`src/sv/sbk_pkg.sv`:
```
// Shared types and constants for the shell sort by key block.
// Used by sbk_sorter and shell_sort_by_key; depends on nothing.
`timescale 1ns / 1ps
`default_nettype none

package sbk_pkg;

   localparam int BYTE_BITS = 8;

   // Top level to sorter.
   typedef struct packed {
      logic start;
   } sort_ctl_type;

   // Sorter to top level.
   typedef struct packed {
      logic busy;
      logic done;
   } sort_sts_type;

endpackage

`default_nettype wire

```
`src/sv/sbk_mem.sv`:
```
// Item store for the shell sort by key block: one write port and one
// registered read port. Depends on nothing else in the project.
`timescale 1ns / 1ps
`default_nettype none

module sbk_mem #(
   parameter int DEPTH = 64,
   parameter int AW    = 6,
   parameter int DW    = 36
) (
   input  wire logic          clock,
   input  wire logic          we,
   input  wire logic [AW-1:0] waddr,
   input  wire logic [DW-1:0] wdata,
   input  wire logic [AW-1:0] raddr,
   output logic      [DW-1:0] rdata
);

   logic [DW-1:0] mem_ff [DEPTH];

   always_ff @(posedge clock) begin
      if (we) begin
         mem_ff[waddr] <= wdata;
      end
      rdata <= mem_ff[raddr];
   end

endmodule

`default_nettype wire

```
`src/sv/sbk_sorter.sv`:
```
// Shell sort sequencer: halving gaps, compare-and-swap insertion walks,
// one shared key comparator over the one-read, one-write store. Uses sbk_pkg.
`timescale 1ns / 1ps
`default_nettype none

module sbk_sorter #(
   parameter int KEY_BITS  = 20,
   parameter int DW        = 36,
   parameter int AW        = 6,
   parameter int CW        = 7
) (
   input  wire logic                  clock,
   input  wire logic                  reset,
   input  wire sbk_pkg::sort_ctl_type ctl,
   output sbk_pkg::sort_sts_type      sts,
   input  wire logic [CW-1:0]         n,
   output logic                       mem_we,
   output logic      [AW-1:0]         mem_waddr,
   output logic      [DW-1:0]         mem_wdata,
   output logic      [AW-1:0]         mem_raddr,
   input  wire logic [DW-1:0]         mem_rdata
);
   import sbk_pkg::*;

   typedef enum logic [2:0] {
      S_IDLE,
      S_OUTER,
      S_RD_LO,
      S_RD_HI,
      S_CMP,
      S_WR_HI
   } state_type;

   state_type     state_ff, state_in;
   logic [CW-1:0] n_ff, n_in;
   logic [CW-1:0] gap_ff, gap_in;
   logic [CW-1:0] i_ff, i_in;
   logic [CW-1:0] j_ff, j_in;
   logic [DW-1:0] lo_ff, lo_in;
   logic          done_ff, done_in;
   logic [CW-1:0] j_hi;
   logic          swap;

   assign j_hi = j_ff + gap_ff;
   // the shared compare unit: earlier key strictly greater
   assign swap = lo_ff[KEY_BITS-1:0] > mem_rdata[KEY_BITS-1:0];

   always_comb begin
      state_in  = state_ff;
      n_in      = n_ff;
      gap_in    = gap_ff;
      i_in      = i_ff;
      j_in      = j_ff;
      lo_in     = lo_ff;
      done_in   = 1'b0;
      mem_we    = 1'b0;
      mem_waddr = j_ff[AW-1:0];
      mem_wdata = mem_rdata;
      mem_raddr = j_ff[AW-1:0];
      case (state_ff)
         S_IDLE: begin
            if (ctl.start) begin
               n_in     = n;
               gap_in   = n >> 1;
               i_in     = n >> 1;
               state_in = S_OUTER;
            end
         end
         S_OUTER: begin
            if (gap_ff == '0) begin
               done_in  = 1'b1;
               state_in = S_IDLE;
            end else if (i_ff >= n_ff) begin
               gap_in = gap_ff >> 1;
               i_in   = gap_ff >> 1;
            end else begin
               j_in     = i_ff - gap_ff;
               state_in = S_RD_LO;
            end
         end
         S_RD_LO: begin
            state_in = S_RD_HI;
         end
         S_RD_HI: begin
            mem_raddr = j_hi[AW-1:0];
            lo_in     = mem_rdata;
            state_in  = S_CMP;
         end
         S_CMP: begin
            if (swap) begin
               mem_we   = 1'b1;
               state_in = S_WR_HI;
            end else begin
               i_in     = i_ff + CW'(1);
               state_in = S_OUTER;
            end
         end
         S_WR_HI: begin
            mem_we    = 1'b1;
            mem_waddr = j_hi[AW-1:0];
            mem_wdata = lo_ff;
            if (j_ff < gap_ff) begin
               i_in     = i_ff + CW'(1);
               state_in = S_OUTER;
            end else begin
               j_in     = j_ff - gap_ff;
               state_in = S_RD_LO;
            end
         end
         default: begin
            state_in = S_IDLE;
         end
      endcase
   end

   always_ff @(posedge clock) begin
      n_ff   <= n_in;
      gap_ff <= gap_in;
      i_ff   <= i_in;
      j_ff   <= j_in;
      lo_ff  <= lo_in;
      if (reset) begin
         state_ff <= S_IDLE;
         done_ff  <= 1'b0;
      end else begin
         state_ff <= state_in;
         done_ff  <= done_in;
      end
   end

   assign sts.busy = (state_ff != S_IDLE);
   assign sts.done = done_ff;

   a_wr_in_batch: assert property (@(posedge clock) disable iff (reset)
      mem_we |-> (CW'(mem_waddr) < n_ff))
      else $error("sorter writes outside the batch");

   a_walk_order: assert property (@(posedge clock) disable iff (reset)
      (state_ff == S_RD_LO) |-> (i_ff < n_ff && j_ff < i_ff && j_hi < n_ff))
      else $error("compare pair out of range");

   a_done_from_outer: assert property (@(posedge clock) disable iff (reset)
      done_ff |-> ($past(state_ff) == S_OUTER && $past(gap_ff) == '0))
      else $error("sort done without the last gap finishing");

endmodule

`default_nettype wire

```
`src/sv/shell_sort_by_key.sv`:
```
// Batch sorter of (key, handle) words by Shell's method. Words are stored one
// per cycle until the word marked tlast; words past MAX_ITEMS are dropped and
// the batch is flagged on tuser. The batch is then sorted ascending by key
// with gaps n/2, n/4 .. 1 and strict-greater compare-and-swap insertion walks,
// and emitted in order with tlast on the final word. Every access goes through
// one store with a single read and a single write port, so each compare reads
// the lower word, then the upper word, then compares the keys; each swap adds
// a step that writes the lower word up, and each insertion walk and each gap
// step is set up in its own state; each word is emitted by a read, a load into
// the output register and a wait for the sink. The block takes no input while
// it sorts or emits. Uses sbk_pkg, sbk_mem and sbk_sorter.
`timescale 1ns / 1ps
`default_nettype none

module shell_sort_by_key #(
   parameter int MAX_ITEMS   = 64,
   parameter int KEY_BITS    = 20,
   parameter int HANDLE_BITS = 16,
   localparam int TDW = ((KEY_BITS + HANDLE_BITS + sbk_pkg::BYTE_BITS - 1)
                         / sbk_pkg::BYTE_BITS) * sbk_pkg::BYTE_BITS
) (
   input  wire logic           clock,
   input  wire logic           reset,
   input  wire logic           req_tvalid,
   output logic                req_tready,
   input  wire logic [TDW-1:0] req_tdata,   // net_key, pin_handle, zero pad
   input  wire logic           req_tlast,   // batch_last
   output logic                rsp_tvalid,
   input  wire logic           rsp_tready,
   output logic      [TDW-1:0] rsp_tdata,   // sorted_key, sorted_handle, zero pad
   output logic                rsp_tlast,   // run_last
   output logic                rsp_tuser    // overflowed
);
   import sbk_pkg::*;

   localparam int DW = KEY_BITS + HANDLE_BITS;
   localparam int AW = $clog2(MAX_ITEMS);
   localparam int CW = $clog2(MAX_ITEMS + 1);

   typedef enum logic [2:0] {
      ST_LOAD,
      ST_SORT,
      ST_EMIT_RD,
      ST_EMIT_LD,
      ST_EMIT_WAIT
   } state_type;

   state_type     state_ff, state_in;
   logic [CW-1:0] count_ff, count_in;
   logic          ovf_ff, ovf_in;
   logic [CW-1:0] k_ff, k_in;
   logic          rsp_valid_ff, rsp_valid_in;
   logic          rsp_last_ff, rsp_last_in;
   logic [DW-1:0] rsp_data_ff, rsp_data_in;

   sort_ctl_type  sort_ctl;
   sort_sts_type  sort_sts;
   logic          srt_we;
   logic [AW-1:0] srt_waddr, srt_raddr;
   logic [DW-1:0] srt_wdata;

   logic          mem_we;
   logic [AW-1:0] mem_waddr, mem_raddr;
   logic [DW-1:0] mem_wdata, mem_rdata;

   logic          req_accept;
   logic          room;
   logic          load_we;

   assign req_tready = (state_ff == ST_LOAD);
   assign req_accept = req_tvalid && req_tready;
   assign room       = count_ff < CW'(MAX_ITEMS);

   always_comb begin
      state_in       = state_ff;
      count_in       = count_ff;
      ovf_in         = ovf_ff;
      k_in           = k_ff;
      rsp_valid_in   = rsp_valid_ff;
      rsp_last_in    = rsp_last_ff;
      rsp_data_in    = rsp_data_ff;
      load_we        = 1'b0;
      sort_ctl.start = 1'b0;
      case (state_ff)
         ST_LOAD: begin
            if (req_accept) begin
               if (room) begin
                  load_we  = 1'b1;
                  count_in = count_ff + CW'(1);
               end else begin
                  ovf_in = 1'b1;
               end
               if (req_tlast) begin
                  sort_ctl.start = 1'b1;
                  state_in       = ST_SORT;
               end
            end
         end
         ST_SORT: begin
            if (sort_sts.done) begin
               k_in     = '0;
               state_in = ST_EMIT_RD;
            end
         end
         ST_EMIT_RD: begin
            state_in = ST_EMIT_LD;
         end
         ST_EMIT_LD: begin
            rsp_valid_in = 1'b1;
            rsp_data_in  = mem_rdata;
            rsp_last_in  = (k_ff + CW'(1)) == count_ff;
            state_in     = ST_EMIT_WAIT;
         end
         ST_EMIT_WAIT: begin
            if (rsp_tready) begin
               rsp_valid_in = 1'b0;
               if (rsp_last_ff) begin
                  count_in = '0;
                  ovf_in   = 1'b0;
                  state_in = ST_LOAD;
               end else begin
                  k_in     = k_ff + CW'(1);
                  state_in = ST_EMIT_RD;
               end
            end
         end
         default: begin
            state_in = ST_LOAD;
         end
      endcase
   end

   always_ff @(posedge clock) begin
      k_ff        <= k_in;
      rsp_last_ff <= rsp_last_in;
      rsp_data_ff <= rsp_data_in;
      if (reset) begin
         state_ff     <= ST_LOAD;
         count_ff     <= '0;
         ovf_ff       <= 1'b0;
         rsp_valid_ff <= 1'b0;
      end else begin
         state_ff     <= state_in;
         count_ff     <= count_in;
         ovf_ff       <= ovf_in;
         rsp_valid_ff <= rsp_valid_in;
      end
   end

   // store port goes to the sorter while it runs
   always_comb begin
      if (state_ff == ST_SORT) begin
         mem_we    = srt_we;
         mem_waddr = srt_waddr;
         mem_wdata = srt_wdata;
         mem_raddr = srt_raddr;
      end else begin
         mem_we    = load_we;
         mem_waddr = count_ff[AW-1:0];
         mem_wdata = {req_tdata[DW-1:KEY_BITS], req_tdata[KEY_BITS-1:0]};
         mem_raddr = k_ff[AW-1:0];
      end
   end

   sbk_mem #(
      .DEPTH (MAX_ITEMS),
      .AW    (AW),
      .DW    (DW)
   ) u_mem (
      .clock (clock),
      .we    (mem_we),
      .waddr (mem_waddr),
      .wdata (mem_wdata),
      .raddr (mem_raddr),
      .rdata (mem_rdata)
   );

   sbk_sorter #(
      .KEY_BITS  (KEY_BITS),
      .DW        (DW),
      .AW        (AW),
      .CW        (CW)
   ) u_sorter (
      .clock     (clock),
      .reset     (reset),
      .ctl       (sort_ctl),
      .sts       (sort_sts),
      .n         (count_in),
      .mem_we    (srt_we),
      .mem_waddr (srt_waddr),
      .mem_wdata (srt_wdata),
      .mem_raddr (srt_raddr),
      .mem_rdata (mem_rdata)
   );

   assign rsp_tvalid = rsp_valid_ff;
   assign rsp_tdata  = TDW'(rsp_data_ff);
   assign rsp_tlast  = rsp_last_ff;
   assign rsp_tuser  = ovf_ff;

   a_no_load_while_emit: assert property (@(posedge clock) disable iff (reset)
      rsp_tvalid |-> !req_tready)
      else $error("input accepted while a result is pending");

   a_count_bound: assert property (@(posedge clock) disable iff (reset)
      count_ff <= CW'(MAX_ITEMS))
      else $error("item count past capacity");

   a_batch_clears: assert property (@(posedge clock) disable iff (reset)
      (rsp_tvalid && rsp_tready && rsp_tlast) |=> (count_ff == '0 && !ovf_ff))
      else $error("batch state not cleared after final word");

   a_sorter_idle_outside: assert property (@(posedge clock) disable iff (reset)
      (state_ff != ST_SORT) |-> (!srt_we && !sort_sts.busy))
      else $error("sorter active outside the sort phase");

endmodule

`default_nettype wire
```
`config.mk`:
```
export PLATFORM = sky130hd
export DESIGN_NAME = shell_sort_by_key
export DESIGN_NICKNAME = d
export VERILOG_FILES = /design/src/sv/sbk_pkg.sv /design/src/sv/sbk_mem.sv /design/src/sv/sbk_sorter.sv /design/src/sv/shell_sort_by_key.sv
export SDC_FILE = /design/constraint.sdc
export NUM_CORES = 2
export LEC_CHECK = 0
export BUFFER_PORTS_ARGS = -buffer_cell sky130_fd_sc_hd__buf_4
export CAP_MARGIN = 10
export CORE_MARGIN = 5
export CORE_UTILIZATION = 37
export CTS_CLUSTER_SIZE = 8
export DETAILED_ROUTE_END_ITERATION = 8
export SYNTH_ARGS = -nofsm -noshare
export SYNTH_HDL_FRONTEND = slang
export SYNTH_SLANG_ARGS = --single-unit
export TNS_END_PERCENT = 1
```
`constraint.sdc`:
```
create_clock -name clock -period 11.45 [get_ports clock]
set_clock_uncertainty 0.15 [all_clocks]
set_input_delay 1.145 -clock clock [delete_from_list [all_inputs] [get_ports clock]]
set_output_delay 1.145 -clock clock [all_outputs]
set_load 0.01 [all_outputs]
```
---- After elaboration in Yosys (flattened, before gate mapping) ----
Memories as Yosys holds them, arrays and structs flattened. A register that Yosys moved wholly into a read port is not among the register bits.
Index checks and enable logic that the tools add are counted.
cells by class
  add/subtract/negate cells ............... 6
  $mul .................................... 0
  div/mod/pow operators ................... 0
  $lt $le $gt $ge ......................... 4
  equality and inequality tests ........... 25
  shift-type cells ........................ 0
  multiplexer cells ....................... 57
  bitwise operators ....................... 1
  reduce and logical (&&, ||, !) cells .... 20
operators by type and width
  cell                                                    count
  2-to-1 mux 7 bit                                        15
  2-to-1 mux 36 bit                                       2
  one-hot mux 7 bit (2 select lines)                      4
  one-hot mux 7 bit (4 select lines)                      1
  2-to-1 mux 3 bit                                        8
  2-to-1 mux 6 bit                                        4
  adder 7 x 1 -> 7 bit (second input constant)            3
  > comparator 20 bit                                     1
  inequality test 2 bit (second input constant)           9
  one-hot mux 3 bit (6 select lines)                      1
  2-to-1 mux 1 bit                                        16
  AND reduction 4 bit                                     4
  one-hot mux 3 bit (5 select lines)                      1
  subtractor 7 bit                                        2
  equality test 3 x 2 -> 1 bit (second input constant)    4
  inequality test 2 x 1 -> 1 bit (second input constant)  5
  nonzero test 2 bit                                      5
  equality test 3 bit (second input constant)             3
  equality test 7 bit                                     1
  >= comparator 7 bit                                     1
  zero test 7 bit                                         1
  less-than comparator 7 bit                              1
  less-than comparator 7 bit (second input constant)      1
  adder 6 bit                                             1
  12 further kinds                                        19
storage, ports and cells
  register bits after elaboration ......... 124
  latch bits .............................. 0
  bits in writable memories ............... 2304
  bits in read-only memories .............. 0
  output and inout bits ................... 44
  logic and storage cells ................. 128
  memories kept ........................... 1
memory list
  name          words  width  rd ports  clocked after memory_dff  wr ports  line           source
  u_mem.mem_ff  64     36     1         1                         1         sbk_mem.sv:19  logic [DW-1:0] mem_ff [DEPTH];

---- Longest topological paths before layout ----
  word-level depth ........................ 7
  mapped depth ............................ 15
  mapped depth without buffers ............ 11

---- Cells and area by module ----
Synthesis repeated with hierarchy kept, for this count alone.
second synthesis, totals
  cells, all modules ...................... 4408
  area total of the unflattened synthesis .. 95281.4 um^2
modules (own cells, without submodules)
  module             instances  cells each  area an instance (um^2)  sequential area each (um^2)
  sbk_mem            1          3780        87973.1                  69907.0
  sbk_sorter         1          416         4419.2                   1971.9
  shell_sort_by_key  1          212         2889.0                   1561.5

---- Least setup slack after synthesis ----
No wires, ideal clock.
  kind .................................... flip-flop to flip-flop
  from .................................... register u_sorter.gap_ff[1]
  to ...................................... memory u_mem.mem_ff[34][0], enable pin
  library setup time ...................... 520 ps
  arrival time ............................ 6015 ps
  data required time ...................... 10780 ps
  path slack .............................. 4764 ps
  cell stages (with the launch flop) ...... 10
  path buffers ............................ 1
  cells stage by stage .................... edfxtp_1 -> inv_1 -> ha_1 -> or3b_1 -> a311oi_1 -> o21ai_0 -> and3_1 -> o31a_1 -> clkbuf_1 -> nor4_1
on the way
  longest elaborated chain between the ends .. 3
ends and longest elaborated chain
  item                    line                      source
  start, declared         sbk_sorter.sv:36          logic [CW-1:0] gap_ff, gap_in;
  start signal, assigned  sbk_sorter.sv:118         gap_ff <= gap_in;
  adder 6 bit             sbk_sorter.sv:44          assign j_hi = j_ff + gap_ff;
  2-to-1 mux 6 bit        sbk_sorter.sv:60          case (state_ff)
  2-to-1 mux 6 bit        shell_sort_by_key.sv:152  if (state_ff == ST_SORT) begin
  end, declared           sbk_mem.sv:19
Every way passes these cells.

---- Final worst setup path ----
  from .................................... register u_sorter.state_ff[2]
  to ...................................... memory u_mem.mem_ff[26][21], enable pin
on the way
  longest elaborated chain between the ends .. 5
  elaborated cells between the ends (all ways) .. 8
  those cells by class .................... 2 x eq/ne; 6 x mux
ends and longest elaborated chain
  item                                    line                      source
  start, declared                         sbk_sorter.sv:34          state_type state_ff, state_in;
  start signal, assigned                  sbk_sorter.sv:126         state_ff <= state_in;
  equality test 3 bit                     sbk_sorter.sv:60
  one-hot mux 1 bit (2 select lines)      sbk_sorter.sv:60
  2-to-1 mux 1 bit                        shell_sort_by_key.sv:152
  2-to-1 mux 1 bit                        sbk_mem.sv:22             if (we) begin
  2-to-1 mux 1 bit (not written as such)  sbk_mem.sv:23             mem_ff[waddr] <= wdata;
Several ways; a longest one is shown, not always the timed one.

==> metrics <==
final hold viol count=0; Final Power=~21 mW; CTS sink count=2463; Worst R2R Setup Slack=around 5.2 ns; DRT Pass-1 Iters=5; Initial Utilization=0.371; TNS Setup=0 ns; Ports=89; initial antenna violation count=13; H-Tree Depth=5; DRC viols=0; flops & latches, synth=roughly 2500; Hold Crit Class=reg -> reg; worst flop-to-flop path endpoint=u_mem.mem_ff[26][21]$_DFFE_PP_; vias in the first global route=50194; Vias=50709; Crit Path Category=reg -> reg; DRT iter0 DRCs=6036; Max-Cap Viols=0; core box area=0.259 mm2; period utilization=0.546; reg-to-reg startpoint=u_sorter.state_ff[2]$_SDFFE_PP0P_; pre-CTS WS=5.41 ns; Die Span X=520 um; CTS tree=done; Clock Pin Slew Worst Setup and Hold Paths=0.05 ns; CP Capture Point=u_mem.mem_ff[26][21]$_DFFE_PP_; Critical Path RT=11.85 ns; final global-route overflow total=0; CP arrival=6.65 ns; PD cells=~190 mW/mm2; Worst Reg-to-Reg Cells=8; EDFF count, synth=2411; Least-Margin Pin Slew=1.23 ns; I/O Buffers=80; Slew Viols, Final=0; synth unique cells=77; Avg Synthesized Cell Area=around 19 um2; ys async rst share=0; pin count of the biggest net entering global routing=145; Peak VDD IR=around 0.12 mV; Post-DP HPWL=138000 um; Avg Vias per Cell=5.74; Setup Fix Bufs, Post-CTS=0; area growth from synthesis to layout=15.7%; Crit. End Element=flop; Routed WL=259000 um; setup violators final=0; final worst slack=5.20 ns; die height=520 um; YS warnings=0; top_reg_cell synth=edfxtp_1; status=complete, no violations; post-synthesis sequential area ratio=0.764; first-pass GRT wire length=367000 um; hold_ws=0.310 ns; static leakage=~36 nW; die footprint=0.270 mm2; Layout Nets=5455; count of hold-fix buffers inserted at cts=0; Post-CTS Resized=0; Critical Path Start=u_sorter.state_ff[2]$_SDFFE_PP0P_; placed instance count=8402; nature of the critical path startpoint=flop; GRT Overall Usage=0.187; GPL Wtd Cong=just under 0.9; Mapped Cells=5058; Final min period=roughly 6.2 ns; share of cells above drive strength 1=0.225; Fmax=around 160 MHz; Layout Cells excl Fill=8840; Synth Cell Area=0.0961 mm2; Max clock buf depth=4; Clock Latency Late Sink=0.95 ns; Rows=187; DRT antenna net count=0; clock root cell=clkbuf_16; total CTS buffers=around 360; slew margin rel.=0.182; Critical Path Fanout Max=48; wire length per cell=29.2 um; RSZ-0062 raised after global routing=false
==> cells in the mapped netlist (all sizes together), types with 14 or more instances <==
master  count  area [um2]
nand3     194         971
a211oi     40         300
edfxtp   2411       72400
and3       80         500
and4       37         324
mux2i      73         731
a311oi     35         307
a32oi      69         604
a21oi     108         541
o22ai      35         219
clkbuf    158         593
buf       140         980
mux4      472       10600
o21ai      26         134
inv        52         198
nor2       93         352
nor4       70         465
dfxtp      52        1040
ha         47         588
a22oi      44         330
nand2     604        2280
a31oi      77         503
xor2       14         123
==> stage by stage <==
stage          utilization  instance area, um2
2_1_floorplan            -               96100
3_3_place_gp         0.393              102000
3_5_place_dp         0.393              102000
4_1_cts              0.429              111000
5_1_grt              0.429              111000
6_report             0.429              111000
==> worst min path at each step <==
| stage | from | to | slack [ns] | depth (start not counted) |
|---|---|---|---|---|
| 2_1_floorplan | u_mem.rdata[20]$_DFF_P_ | rsp_data_ff[20]$_DFFE_PP_ | 0.28 | 0 |
| 3_3_place_gp | rsp_tvalid$_SDFFE_PP0P_ | rsp_tvalid$_SDFFE_PP0P_ | 0.30 | 2 |
| 3_5_place_dp | rsp_tvalid$_SDFFE_PP0P_ | rsp_tvalid$_SDFFE_PP0P_ | 0.31 | 2 |
| 4_1_cts | reset | count_ff[4]$_SDFF_PP0_ | 0.30 | 2 |
| 5_1_grt | reset | count_ff[4]$_SDFF_PP0_ | 0.34 | 2 |
| 6_report | rsp_tvalid$_SDFFE_PP0P_ | rsp_tvalid$_SDFFE_PP0P_ | 0.31 | 2 |
==> logic make-up (layout without fill, tap and decap cells) <==
logic type | after synthesis | after routing | synth area share
multiplexers | 545 | 545 | 0.118
XOR/XNOR | 25 | 25 | 0.00228
other | 1 | 13 | 0.0000390
flip-flops | 2463 | 2463 | 0.764
AND/OR/NAND/NOR | 1138 | 1138 | 0.0552
buffers and inverters | 351 | 719 | 0.0185
adder cells (fa/ha/maj) | 50 | 50 | 0.00674
AO/OA/AOI/OAI | 485 | 485 | 0.0352
==> flip-flops by register name (all words and copies together), names as in the netlist, 7 cells and up <==
signal / count
u_mem.mem_ff: 2304
rsp_data_ff: 36
u_mem.rdata: 36
u_sorter.lo_ff: 36
count_ff: 7
k_ff: 7
u_sorter.i_ff: 7
u_sorter.j_ff: 7
u_sorter.n_ff: 7
==> worst max-delay path, stage by stage (launching register included) <==
cell	delay, ns
dfxtp_1	0.67
nor2b_1	0.45
and2_2	0.91
nand2_1	0.17
o211ai_1	0.15
a21boi_0	0.89
nand3_1	0.94
nor4_2	0.85
buf_4	0.59
==> final cells by class <==
cell class                 count  area, um2
antenna                        9       22.5
timing repair buffer         237       1880
multi-input combinational   2247      22000
sequential                  2463      73400
inverter                      53        201
clock buffer                 419       9340
tap                         3402       4260
fill                       22235     148000
clock inverter                10        120
==> power breakdown <==
group | switching, mW | total [mW] | internal [mW]
sequential | 0.0976 | 10.3 | 10.2
combinational | 1.08 | 1.52 | 0.440
clock | 3.50 | 9.13 | 5.64
==> cells in the final DEF, fill, tap and decap left out, types with 8 or more instances in the layout <==
cell type,Yosys,final
edfxtp_1,2411,2411
nand4_1,10,10
nor2_1,92,91
nand2_1,602,600
a21o_1,13,12
clkbuf_16,0,365
xnor2_1,11,11
o22ai_1,35,35
o21ai_0,25,25
nand3_1,194,194
mux4_2,472,472
a22oi_1,44,44
inv_1,51,50
diode_2,0,9
clkbuf_1,158,54
a21oi_1,108,105
nor2b_1,11,11
buf_4,31,229
a31oi_4,1,38
dfxtp_1,52,52
and4_1,37,37
and3_1,80,79
ha_1,47,47
a32oi_1,69,69
a31oi_1,75,38
a311oi_1,35,35
nand2b_1,11,11
xor2_1,14,14
buf_12,4,8
a211oi_1,40,40
nor4_2,2,64
mux2i_1,73,73
==> per-layer routing <==
metal | GRT usage | wire, um | vias to the layer above
li1 | - | - | 21059
met1 | 0.264 | 106000 | 26855
met2 | 0.286 | 119000 | 2371
met3 | 0.0434 | 23900 | 422
met4 | 0.0686 | 9460 | 2
met5 | 0 | 19 | -
No activity file was read; power rests on OpenSTA's default activity.
